[src/rtl/core/dls_pkg.sv]
// Shared constants, codes and types for the fixed-point DDA line stepper.
// No dependencies.
package dls_pkg;

  localparam int COORD_BITS  = 10;
  localparam int FRAC_BITS   = 8;
  localparam int COLOR_BITS  = 32;
  localparam int ACC_BITS    = COORD_BITS + FRAC_BITS;
  localparam int SLOPE_BITS  = FRAC_BITS + 2;
  localparam int QUOT_BITS   = FRAC_BITS + 1;
  localparam int DIV_CNT_W   = $clog2(FRAC_BITS + 1);
  localparam int IN_TDATA_W  = ((4 * COORD_BITS + 7) / 8) * 8;
  localparam int OUT_FIELD_W = 2 * COORD_BITS + COLOR_BITS;
  localparam int OUT_TDATA_W = ((OUT_FIELD_W + 7) / 8) * 8;

  localparam logic ACT_LOAD = 1'b0;
  localparam logic ACT_STEP = 1'b1;

  localparam logic ST_IDLE = 1'b0;
  localparam logic ST_DIV  = 1'b1;

  typedef struct packed {
    logic                 busy;
    logic                 done;
    logic [QUOT_BITS-1:0] quot;
  } dls_div_sts_t;

endpackage

[src/rtl/core/dls_div.sv]
// Restoring radix-2 divider for the slope: quot = (num << FRAC_BITS) / den, num <= den.
// One quotient bit per cycle. Depends on dls_pkg.
module dls_div (
  input  logic                            clk,
  input  logic                            rst_n,
  input  logic                            start,
  input  logic [dls_pkg::COORD_BITS-1:0]  num,
  input  logic [dls_pkg::COORD_BITS-1:0]  den,
  output dls_pkg::dls_div_sts_t           sts
);

  logic [dls_pkg::COORD_BITS:0]     rem_r, rem_nxt;
  logic [dls_pkg::COORD_BITS-1:0]   den_r, den_nxt;
  logic [dls_pkg::QUOT_BITS-1:0]    quot_r, quot_nxt;
  logic [dls_pkg::DIV_CNT_W-1:0]    cnt_r, cnt_nxt;
  logic                             busy_r, busy_nxt;
  logic                             done_r, done_nxt;
  logic [dls_pkg::COORD_BITS+1:0]   diff;
  logic                             ge;
  logic [dls_pkg::COORD_BITS:0]     rem_after;

  assign diff      = {1'b0, rem_r} - {2'b00, den_r};
  assign ge        = ~diff[dls_pkg::COORD_BITS+1];
  assign rem_after = ge ? diff[dls_pkg::COORD_BITS:0] : rem_r;

  always_comb begin
    rem_nxt  = rem_r;
    den_nxt  = den_r;
    quot_nxt = quot_r;
    cnt_nxt  = cnt_r;
    busy_nxt = busy_r;
    done_nxt = 1'b0;
    if (start && !busy_r) begin
      rem_nxt  = {1'b0, num};
      den_nxt  = den;
      quot_nxt = '0;
      cnt_nxt  = '0;
      busy_nxt = 1'b1;
    end else if (busy_r) begin
      rem_nxt  = {rem_after[dls_pkg::COORD_BITS-1:0], 1'b0};
      quot_nxt = {quot_r[dls_pkg::QUOT_BITS-2:0], ge};
      cnt_nxt  = cnt_r + 1'b1;
      if (cnt_r == dls_pkg::DIV_CNT_W'(dls_pkg::FRAC_BITS)) begin
        busy_nxt = 1'b0;
        done_nxt = 1'b1;
      end
    end
  end

  always_ff @(posedge clk) begin
    if (!rst_n) begin
      busy_r <= 1'b0;
      done_r <= 1'b0;
      cnt_r  <= '0;
    end else begin
      busy_r <= busy_nxt;
      done_r <= done_nxt;
      cnt_r  <= cnt_nxt;
    end
  end

  always_ff @(posedge clk) begin
    rem_r  <= rem_nxt;
    den_r  <= den_nxt;
    quot_r <= quot_nxt;
  end

  assign sts.busy = busy_r;
  assign sts.done = done_r;
  assign sts.quot = quot_r;

endmodule

[src/rtl/core/fixed_point_dda_line_stepper.sv]
// Fixed-point DDA line stepper: load a segment, then emit one pixel per step item while the line is active.
// A step item shows its pixel on the output register in the next cycle;
// steps sustain one item per cycle while the output is drained.
// A load with a nonzero major length holds in_tready low while the divider steps, then the slope is written.
// Reset (rst_n low, synchronous) clears the color, the line state (but for the sign flag) and the divider control.
// Depends on dls_pkg and dls_div.
module fixed_point_dda_line_stepper (
  input  logic                              clk,
  input  logic                              rst_n,
  input  logic                              in_tvalid,
  output logic                              in_tready,
  input  logic [dls_pkg::IN_TDATA_W-1:0]    in_tdata,   // x_start, y_start, x_end, y_end
  input  logic                              in_tuser,   // action
  output logic                              out_tvalid,
  input  logic                              out_tready,
  output logic [dls_pkg::OUT_TDATA_W-1:0]   out_tdata,  // pixel_x, pixel_y, pixel_color, pad
  output logic                              out_tlast,  // last_pixel
  input  logic                              cfg_wr_en,
  input  logic [dls_pkg::COLOR_BITS-1:0]    cfg_wr_data
);

  localparam int CW = dls_pkg::COORD_BITS;
  localparam int FW = dls_pkg::FRAC_BITS;
  localparam int AW = dls_pkg::ACC_BITS;
  localparam int SW = dls_pkg::SLOPE_BITS;

  logic                          state_r, state_nxt;
  logic [dls_pkg::COLOR_BITS-1:0] color_r;
  logic [CW-1:0]                 major_pos_r, major_pos_nxt;
  logic [CW-1:0]                 major_stop_r, major_stop_nxt;
  logic [AW-1:0]                 accum_r, accum_nxt;
  logic [SW-1:0]                 slope_r, slope_nxt;
  logic                          swapped_r, swapped_nxt;
  logic                          active_r, active_nxt;
  logic                          neg_r, neg_nxt;
  logic                          out_valid_r, out_valid_nxt;
  logic [CW-1:0]                 out_x_r, out_x_nxt;
  logic [CW-1:0]                 out_y_r, out_y_nxt;
  logic [dls_pkg::COLOR_BITS-1:0] out_color_r, out_color_nxt;
  logic                          out_last_r, out_last_nxt;

  logic [CW-1:0] x0, y0, x1, y1;
  logic [CW-1:0] adx, ady;
  logic          swap;
  logic [CW-1:0] ma0, ma1, mi0, mi1;
  logic [CW-1:0] sma0, sma1, smi0, smi1;
  logic [CW-1:0] dmaj, mag;
  logic          dmin_neg;
  logic          in_acc;
  logic          div_start;
  logic          last;
  logic [SW-1:0] q_ext;
  dls_pkg::dls_div_sts_t div_sts;

  assign x0 = in_tdata[CW-1:0];
  assign y0 = in_tdata[2*CW-1:CW];
  assign x1 = in_tdata[3*CW-1:2*CW];
  assign y1 = in_tdata[4*CW-1:3*CW];

  always_comb begin
    adx  = (x1 >= x0) ? x1 - x0 : x0 - x1;
    ady  = (y1 >= y0) ? y1 - y0 : y0 - y1;
    swap = adx < ady;
    ma0  = swap ? y0 : x0;
    ma1  = swap ? y1 : x1;
    mi0  = swap ? x0 : y0;
    mi1  = swap ? x1 : y1;
    if (ma1 < ma0) begin
      sma0 = ma1; sma1 = ma0; smi0 = mi1; smi1 = mi0;
    end else begin
      sma0 = ma0; sma1 = ma1; smi0 = mi0; smi1 = mi1;
    end
    dmaj     = sma1 - sma0;
    dmin_neg = smi1 < smi0;
    mag      = dmin_neg ? smi0 - smi1 : smi1 - smi0;
  end

  assign in_tready = (state_r == dls_pkg::ST_IDLE) && (!out_valid_r || out_tready);
  assign in_acc    = in_tvalid && in_tready;
  assign last      = ({1'b0, major_pos_r} + 1'b1) == {1'b0, major_stop_r};
  assign q_ext     = {1'b0, div_sts.quot};

  always_comb begin
    state_nxt      = state_r;
    major_pos_nxt  = major_pos_r;
    major_stop_nxt = major_stop_r;
    accum_nxt      = accum_r;
    slope_nxt      = slope_r;
    swapped_nxt    = swapped_r;
    active_nxt     = active_r;
    neg_nxt        = neg_r;
    out_valid_nxt  = out_valid_r && !out_tready;
    out_x_nxt      = out_x_r;
    out_y_nxt      = out_y_r;
    out_color_nxt  = out_color_r;
    out_last_nxt   = out_last_r;
    div_start      = 1'b0;
    case (state_r)
      dls_pkg::ST_IDLE: begin
        if (in_acc && in_tuser == dls_pkg::ACT_LOAD) begin
          major_pos_nxt  = sma0;
          major_stop_nxt = sma1;
          accum_nxt      = {smi0, {FW{1'b0}}};
          swapped_nxt    = swap;
          neg_nxt        = dmin_neg;
          slope_nxt      = '0;
          active_nxt     = 1'b0;
          if (dmaj != '0) begin
            div_start = 1'b1;
            state_nxt = dls_pkg::ST_DIV;
          end
        end else if (in_acc && active_r) begin
          out_valid_nxt = 1'b1;
          out_x_nxt     = swapped_r ? accum_r[AW-1:FW] : major_pos_r;
          out_y_nxt     = swapped_r ? major_pos_r : accum_r[AW-1:FW];
          out_color_nxt = color_r;
          out_last_nxt  = last;
          major_pos_nxt = major_pos_r + 1'b1;
          accum_nxt     = accum_r + {{(AW-SW){slope_r[SW-1]}}, slope_r};
          if (last) active_nxt = 1'b0;
        end
      end
      dls_pkg::ST_DIV: begin
        if (div_sts.done) begin
          slope_nxt  = neg_r ? -q_ext : q_ext;
          active_nxt = 1'b1;
          state_nxt  = dls_pkg::ST_IDLE;
        end
      end
      default: state_nxt = dls_pkg::ST_IDLE;
    endcase
  end

  dls_div u_div (
    .clk   (clk),
    .rst_n (rst_n),
    .start (div_start),
    .num   (mag),
    .den   (dmaj),
    .sts   (div_sts)
  );

  always_ff @(posedge clk) begin
    if (!rst_n) begin
      state_r      <= dls_pkg::ST_IDLE;
      color_r      <= '0;
      major_pos_r  <= '0;
      major_stop_r <= '0;
      accum_r      <= '0;
      slope_r      <= '0;
      swapped_r    <= 1'b0;
      active_r     <= 1'b0;
      out_valid_r  <= 1'b0;
    end else begin
      state_r      <= state_nxt;
      color_r      <= cfg_wr_en ? cfg_wr_data : color_r;
      major_pos_r  <= major_pos_nxt;
      major_stop_r <= major_stop_nxt;
      accum_r      <= accum_nxt;
      slope_r      <= slope_nxt;
      swapped_r    <= swapped_nxt;
      active_r     <= active_nxt;
      out_valid_r  <= out_valid_nxt;
    end
  end

  always_ff @(posedge clk) begin
    neg_r       <= neg_nxt;
    out_x_r     <= out_x_nxt;
    out_y_r     <= out_y_nxt;
    out_color_r <= out_color_nxt;
    out_last_r  <= out_last_nxt;
  end

  assign out_tvalid = out_valid_r;
  assign out_tlast  = out_last_r;
  assign out_tdata  = {{(dls_pkg::OUT_TDATA_W - dls_pkg::OUT_FIELD_W){1'b0}},
                       out_color_r, out_y_r, out_x_r};

  a_busy_blocks_input: assert property (@(posedge clk) disable iff (!rst_n)
    div_sts.busy |-> !in_tready)
    else $error("input ready while slope divider busy");

  a_done_in_div: assert property (@(posedge clk) disable iff (!rst_n)
    div_sts.done |-> state_r == dls_pkg::ST_DIV)
    else $error("divider finished outside the divide state");

  a_step_emits: assert property (@(posedge clk) disable iff (!rst_n)
    (in_acc && in_tuser == dls_pkg::ACT_STEP && active_r) |=> out_tvalid)
    else $error("step on an active line produced no pixel");

endmodule
[config.mk]
export PLATFORM = sky130hd
export DESIGN_NAME = fixed_point_dda_line_stepper
export DESIGN_NICKNAME = d
export VERILOG_FILES = /design/src/rtl/core/dls_pkg.sv /design/src/rtl/core/dls_div.sv /design/src/rtl/core/fixed_point_dda_line_stepper.sv
export SDC_FILE = /design/constraint.sdc
export NUM_CORES = 1
export LEC_CHECK = 0
export BUFFER_PORTS_ARGS = -buffer_cell sky130_fd_sc_hd__buf_2
export CAP_MARGIN = 25
export CORE_MARGIN = 4
export CORE_UTILIZATION = 30
export CTS_CLUSTER_DIAMETER = 60
export DETAILED_ROUTE_END_ITERATION = 10
export HOLD_SLACK_MARGIN = 0.03
export PLACE_DENSITY = 0.54
export SLEW_MARGIN = 20
export SYNTH_ARGS = -nofsm -noshare
export SYNTH_HDL_FRONTEND = slang
export SYNTH_HIERARCHICAL = 1
export SYNTH_SLANG_ARGS = --single-unit
[constraint.sdc]
create_clock -name clk -period 12.4 [get_ports clk]
set_input_delay 0.62 -clock clk [delete_from_list [all_inputs] [get_ports clk]]
set_output_delay 0.62 -clock clk [all_outputs]
set_load 0.01 [all_outputs]
==> out/summary.md, run 1 <==
In the final routed layout, each cell accounts on average for 16.56 um. The met3 track utilization from global routing came out at 2.862%. At the pin with the least slew margin, the transition time is 0.9999 ns. The flow ran to the end, and the final reports show no timing, DRC or antenna violations.

After clock tree synthesis, the flow added hold-fix buffers numbering 0. The die is 217.0 um tall. Across the run, the number of max-cap violations was 0.

Type of element capturing the critical path: a flip-flop. The cell that appears most often on the critical path is a21o_1. Subtracting the final worst setup slack from the clock period gives 11.27 ns. met2 is the most crowded layer.

The final cell area excluding filler cells came out at 14830 sq um. The met2 layer usage reported by global route is 23.76%. The total area inside the core boundary comes to 43080 sq um.

Of the cells placed in the final design, the portion with a size suffix greater than 1 is 15.45%. The worst-path cell with the longest stage delay is nor2_4. The via count of the routed design came out at 11100. CTS H-tree depth: 4. Clock latency on the worst-skew pair, taken at its later pin, is 0.43 ns. The tools report the total of cells resized after clock tree synthesis as 0. The number of setup violations in the final report is 0. Detailed placement finished with a half-perimeter wire length of 27.96 mm.

The detail route stage leaves a number of antenna-violating nets equal to 0. The run gives 0.9074 as the routability congestion estimate. Type of the worst setup path: input pin to flip-flop.

Adding up every negative setup slack in the final design gives 0 ns. After the first detailed-routing iteration, the DRC count stood at 814. The horizontal die dimension was 217.0 um; the area of the die was 47070 sq um. On the worst path, the slowest cell contributes a delay of 0.63 ns. During placement, the flow inserted port buffers numbering 132.

Counting tap cells, the placed design contains a total of 2158 instances. For the cell area after placement, the log shows 14310 sq um. The library cell used most frequently in the layout, excluding fill and tap cells, is nand2_1.

Max-slew headroom at the worst pin: 33.34%. The number of pins with negative max-slew slack in the final report came out at 0. In the layout the commonest cells are nand2_1 (141), buf_2 (132), inv_1 (107), ha_1 (107), a21oi_1 (101).

The synthesized netlist occupies a cell area of 13100 sq um. The logs give 20.76% for the met1 demand-to-capacity share in global routing and 174 for the total number of clock tree sinks. Synthesis produced a netlist whose cell count is 1497. Timing would allow up to 0.08870 GHz. At the worst endpoint, the arrival time is 11.46 ns.

The root buffer selected by CTS is clkbuf_16. The DRC violation count after routing came out at 0. The class of the tightest hold or removal check was flip-flop to flip-flop. Once the floorplan was initialized, standard cells occupied 30.41% of the core.

For this block, the routed nets add up to 36.26 mm of wire. Data on the critical path is required at its endpoint by 12.59 ns. 0 antenna diodes ended up in the layout. Initial antenna violation count: 1. During I/O placement, the number of pins put on the boundary was 137. In this run the deepest clock path goes through 2 buffers. The number of global-route vias before repair was 10580. TritonCTS built the clock tree.

Relative to the synthesized area, the layout overhead comes to 13.20%. In the finished design, the share of the clock period the worst path needs comes to 90.91%. Once layout is complete, the utilization of the core stands at 34.43%.

Yosys printed 6 warnings. The count of standard-cell rows was 76; the clock-pin slew on the worst setup and hold paths was 0.07 ns. The pin count of the biggest net entering global routing is 91.

Along the worst path, the maximum fanout reaches 33. The first global-routing pass estimated 56.98 mm of wire. Setup repair after global routing left no endpoint under its margin. The tools report the number of buffers added for setup after CTS as 0. The finished layout holds 2190 standard cells, fillers aside. The average vias per placed instance works out to 5.066. The total overflow left after global routing is 0.

The hold violation total from the final report was 0. Averaged over all synthesized cells, the footprint is 8.751 sq um. The nature of the critical path startpoint was an input pin.

For this run, the detailed router's first-pass iteration total came to 6. Global routing usage summed across all routing layers: 14.90%. For the final database, setup skew stands at 0.01046 ns.

At the end of the flow, the number of nets in the layout was 1785. Counting the buffers created by CTS gives 17.
critical path, delay by kind of cell:
kind,cells,cell delay (ns)
buf+inv,6,0.91
simple gates,5,1.60
mux,2,0.63
fa+ha+maj,5,1.68
compound gates,28,5.72
xor+xnor,2,0.24
stage by stage:
stage	setup slack, ns	hold slack, ns
after floorplan	1.615	0.4076
after global placement	1.084	0.4100
after detailed placement	0.8846	0.4129
after CTS	1.295	0.4245
after global routing	0.3134	0.4408
final	1.127	0.4243
sequential cells by signal, indices dropped and copies added, names as in the netlist, 4 cells and up:
name	flops
major_stop_r	10
u_div/den_r	10
accum_r	18
color_r	32
u_div/quot_r	9
out_y_r	10
out_x_r	10
major_pos_r	10
slope_r	10
out_color_r	32
u_div/rem_r	11
u_div/cnt_r	4
layout make-up:
cell class	instances	area, sq um
fillers	4456	28250
inverters	107	401.6
flip-flops and latches	174	4224
well taps	585	732.0
clock inverters	14	91.34
multi-input cells	1145	8178
repair buffers	147	773.2
clock buffers	18	429.2
path summary, 6_finish.rpt:
kind / startpoint / endpoint / slack (ns) / cells after the start
hold / removal: color_r[21] / out_color_r[21] / 0.42 / 0
setup reg to reg: out_tvalid / accum_r[0] / 8.43 / 10
hold reg to reg: color_r[21] / out_color_r[21] / 0.42 / 0
setup / recovery: in_tdata[30] / u_div/rem_r[7] / 1.13 / 48
routing by layer:
metal  vias to the layer above  wire length (um)  share of wire (%)
met2                       323             16090                 44
li1                       5519                 -                  -
met1                      5207             17270                 48
met4                         0               669                1.8
met5                         -                 0                  0
met3                        46              2231                6.2
Power of run 1 is left out: the tool's default activity adds up to more than one toggle a clock period on the data nets, which glitch-free logic cannot reach.
==> run 2, diff against run 1 <==
==> constraint.sdc (replaced) <==
create_clock -name clk -period 13.6 [get_ports clk]
set_input_delay 0.68 -clock clk [delete_from_list [all_inputs] [get_ports clk]]
set_output_delay 0.68 -clock clk [all_outputs]
set_load 0.01 [all_outputs]
==> run 2 against run 1 <==
Final cell count is essentially flat. Via count increased by 0.37%. Highest routed layer unchanged. Clock skew shrank 0.0021 ns. Critical path depth is 5 higher. First-iteration DRC count shrank 2.8%. Critical endpoint unchanged.
==> out/summary.md, run 2 (synthesis results as in run 1) <==
The die extent in y came out at 217.0 um (unchanged). The largest individual stage delay along the critical path comes from the cell a21oi_2. Total number of clock tree sinks: 174 (unchanged). The logs give 10.05 ns (+1.62 ns) for the internal reg-to-reg setup slack and 0 (unchanged) for the total of cells resized after clock tree synthesis.

The most common library cell in the layout ignoring fill and taps is nand2_1. For the maximum buffer depth of the clock tree, the log shows 2 (unchanged). The number of buffers added for setup after CTS was 0 (unchanged). Clock tree synthesis selected as its root buffer the cell clkbuf_16. The worst setup path is of the input pin to flip-flop kind. The class of the tightest hold or removal check was flip-flop to flip-flop. The standard cell core area is 43080 sq um (unchanged). The number of global-route vias before repair was 10620 (+0.37%); the CTS H-tree depth was 4 (unchanged).

The via count of the routed design was 11140 (+0.37%); the final critical path time including I/O delays and setup was 11.78 ns. The TritonCTS buffer count was 17 (unchanged). The effective utilization at floorplan was 30.41% (unchanged). The global routing usage summed across all routing layers was 14.83% (-0.076 points). The run gives 0 (-1) as the initial antenna violation count. The number of setup violations in the final report came out at 0 (unchanged). The clock-pin slew on the worst setup and hold paths works out to 0.06 ns (about the same). The sum of negative setup slack was 0 ns (unchanged).

The highest cell delay on the worst timing path came out at 0.64 ns (about the same). Post-layout instance count excluding filler cells: 2188 (-0.091%). The run finished with clean final reports. The number of instances on the worst hold path is 0 (unchanged). Following the worst setup path forward leads to its endpoint at u_div/rem_r[7]. The max-cap check violation count is 0 (unchanged), and the fraction of layout instances using a drive strength above 1 is 15.54% (+0.091 points). The number of pins with negative max-slew slack in the final report is 0 (unchanged). The logs give 76 (unchanged) for the count of standard-cell rows and 0 (unchanged) for the number of nets with antenna violations after detailed routing. The detailed-router iteration count before antenna repair was 5 (-1); the average vias per placed instance was 5.090 (+0.46%). In this design, the critical path's most frequently occurring cell is a21o_1.

The final cycle utilization of the critical path was 86.60%. The highest achievable clock rate came out at 0.08491 GHz. In the layout the commonest cells are nand2_1 (141), buf_2 (133), inv_1 (107), ha_1 (107), a21oi_1 (101).

The DRC violation count after routing came out at 0 (unchanged). Setup repair after global routing left no endpoint under its margin. The tools report the total length of routed wires as 35.80 mm (-1.3%). The run gives 0.9003 (-0.78%) as the routability congestion estimate.

The tools report the worst-skew pair later-pin latency as 0.43 ns (about the same). The number of input and output port buffers inserted was 132 (unchanged). The nature of the critical path startpoint was an input pin. The layout-stage area growth over the synthesis result was 13.55%. The area of the die was 47070 sq um (unchanged); the number of buffers added to fix hold violations after cts was 0 (unchanged). The initial detailed-routing violation count was 791 (-2.8%). The placed instance count is 2155 (-0.14%). The highest net fanout along the worst path was 31 (-6.1%); the first-pass GRT wire length was 57.04 mm (about the same). The detailed placement HPWL was 27.65 mm (-1.1%); the routed length per instance was 16.36 um (-1.2%).

The horizontal die dimension was 217.0 um (unchanged). TritonCTS built the clock tree. The largest registers in the layout are color_r x32, out_color_r x32, accum_r x18. The critical path starts at in_tdata[30]. Hold violation total from the final report: 0 (unchanged). The number of primary I/O pins was 137 (unchanged).

The startpoint identified for the worst register-to-register timing path is accum_r[0]. The required arrival time at the worst endpoint came out at 13.78 ns (+1.19 ns). The worst-case reg-to-reg path depth was 14 (+4); the setup clock skew after layout was 0.008400 ns (-0.002055 ns).

The logs give 1782 (-0.17%) for the net count of the finished layout and 0 (unchanged) for the total overflow reported by the global router. The max-slew headroom at the worst pin was 36.15% (+2.8 points). For the arrival time reported for the critical path endpoint, the log shows 11.95 ns (+0.49 ns).

The worst register-to-register path ends at accum_r[14]. The final core area utilization was 34.53% (+0.11 points). Transition time at the pin with the least slew margin: 0.9577 ns (-0.04214 ns). The worst setup path is captured at a flip-flop. The pin count of the biggest net entering global routing was 91 (unchanged).
## run 2: cell types whose count changed in the layout (fill, tap and decap cells not counted)
cell	before	now
clkinv_4	3	2
clkinv_1	4	0
buf_4	15	11
clkbuf_16	17	19
buf_2	132	133
inv_8	0	1
inv_6	3	2
clkbuf_8	0	3
diode_2	0	1
inv_4	1	2
clkinvlp_4	1	0
## run 2: worst min path at each step
| stage | start | end | slack [ns] |
|---|---|---|---|
| after detailed placement | color_r[5] | out_color_r[5] | 0.41 |
| after CTS | color_r[23] | out_color_r[23] | 0.43 |
| after global placement | color_r[18] | out_color_r[18] | 0.41 |
| after global routing | color_r[23] | out_color_r[23] | 0.44 |
| after floorplan | color_r[0] | out_color_r[0] | 0.41 |
| final | color_r[8] | out_color_r[8] | 0.43 |
## run 2: through the flow
stage	worst slack (ns)	hold slack, ns	cell area, sq um
after floorplan	2.755	0.4076	13110
after global placement	1.516	0.4094	14270
after detailed placement	1.511	0.4140	14280
after CTS	1.931	0.4300	14870
after global routing	0.8124	0.4379	14870
final	1.822	0.4278	14880
## run 2: layout make-up
class,count,area (sq um)
Clock inverter,9,68.82
Multi-Input combinational cell,1145,8178
Antenna cell,1,2.502
Fill cell,4553,28200
Tap cell,585,732.0
Inverter,107,401.6
Clock buffer,23,520.5
Sequential cell,174,4224
Timing Repair Buffer,144,748.2
## run 2: per-layer routing
metal	wire, um	global-route usage (%)	up-vias
met5	0	0	-
met4	379	2.714	0
met3	1857	2.443	29
met2	16480	24.73	277
met1	17080	20.51	5315
li1	-	-	5515
## run 2: critical path, delay by kind of cell
kind,cells,cell delay [ns]
AOI/OAI and AO/OA,30,6.25
xor gates and xnor gates,2,0.22
adders and majority gates,6,1.76
buffers and inverters,7,1.12
muxes,2,0.47
and+or+nand+nor,6,1.46
Power of run 2 is left out for the same reason.
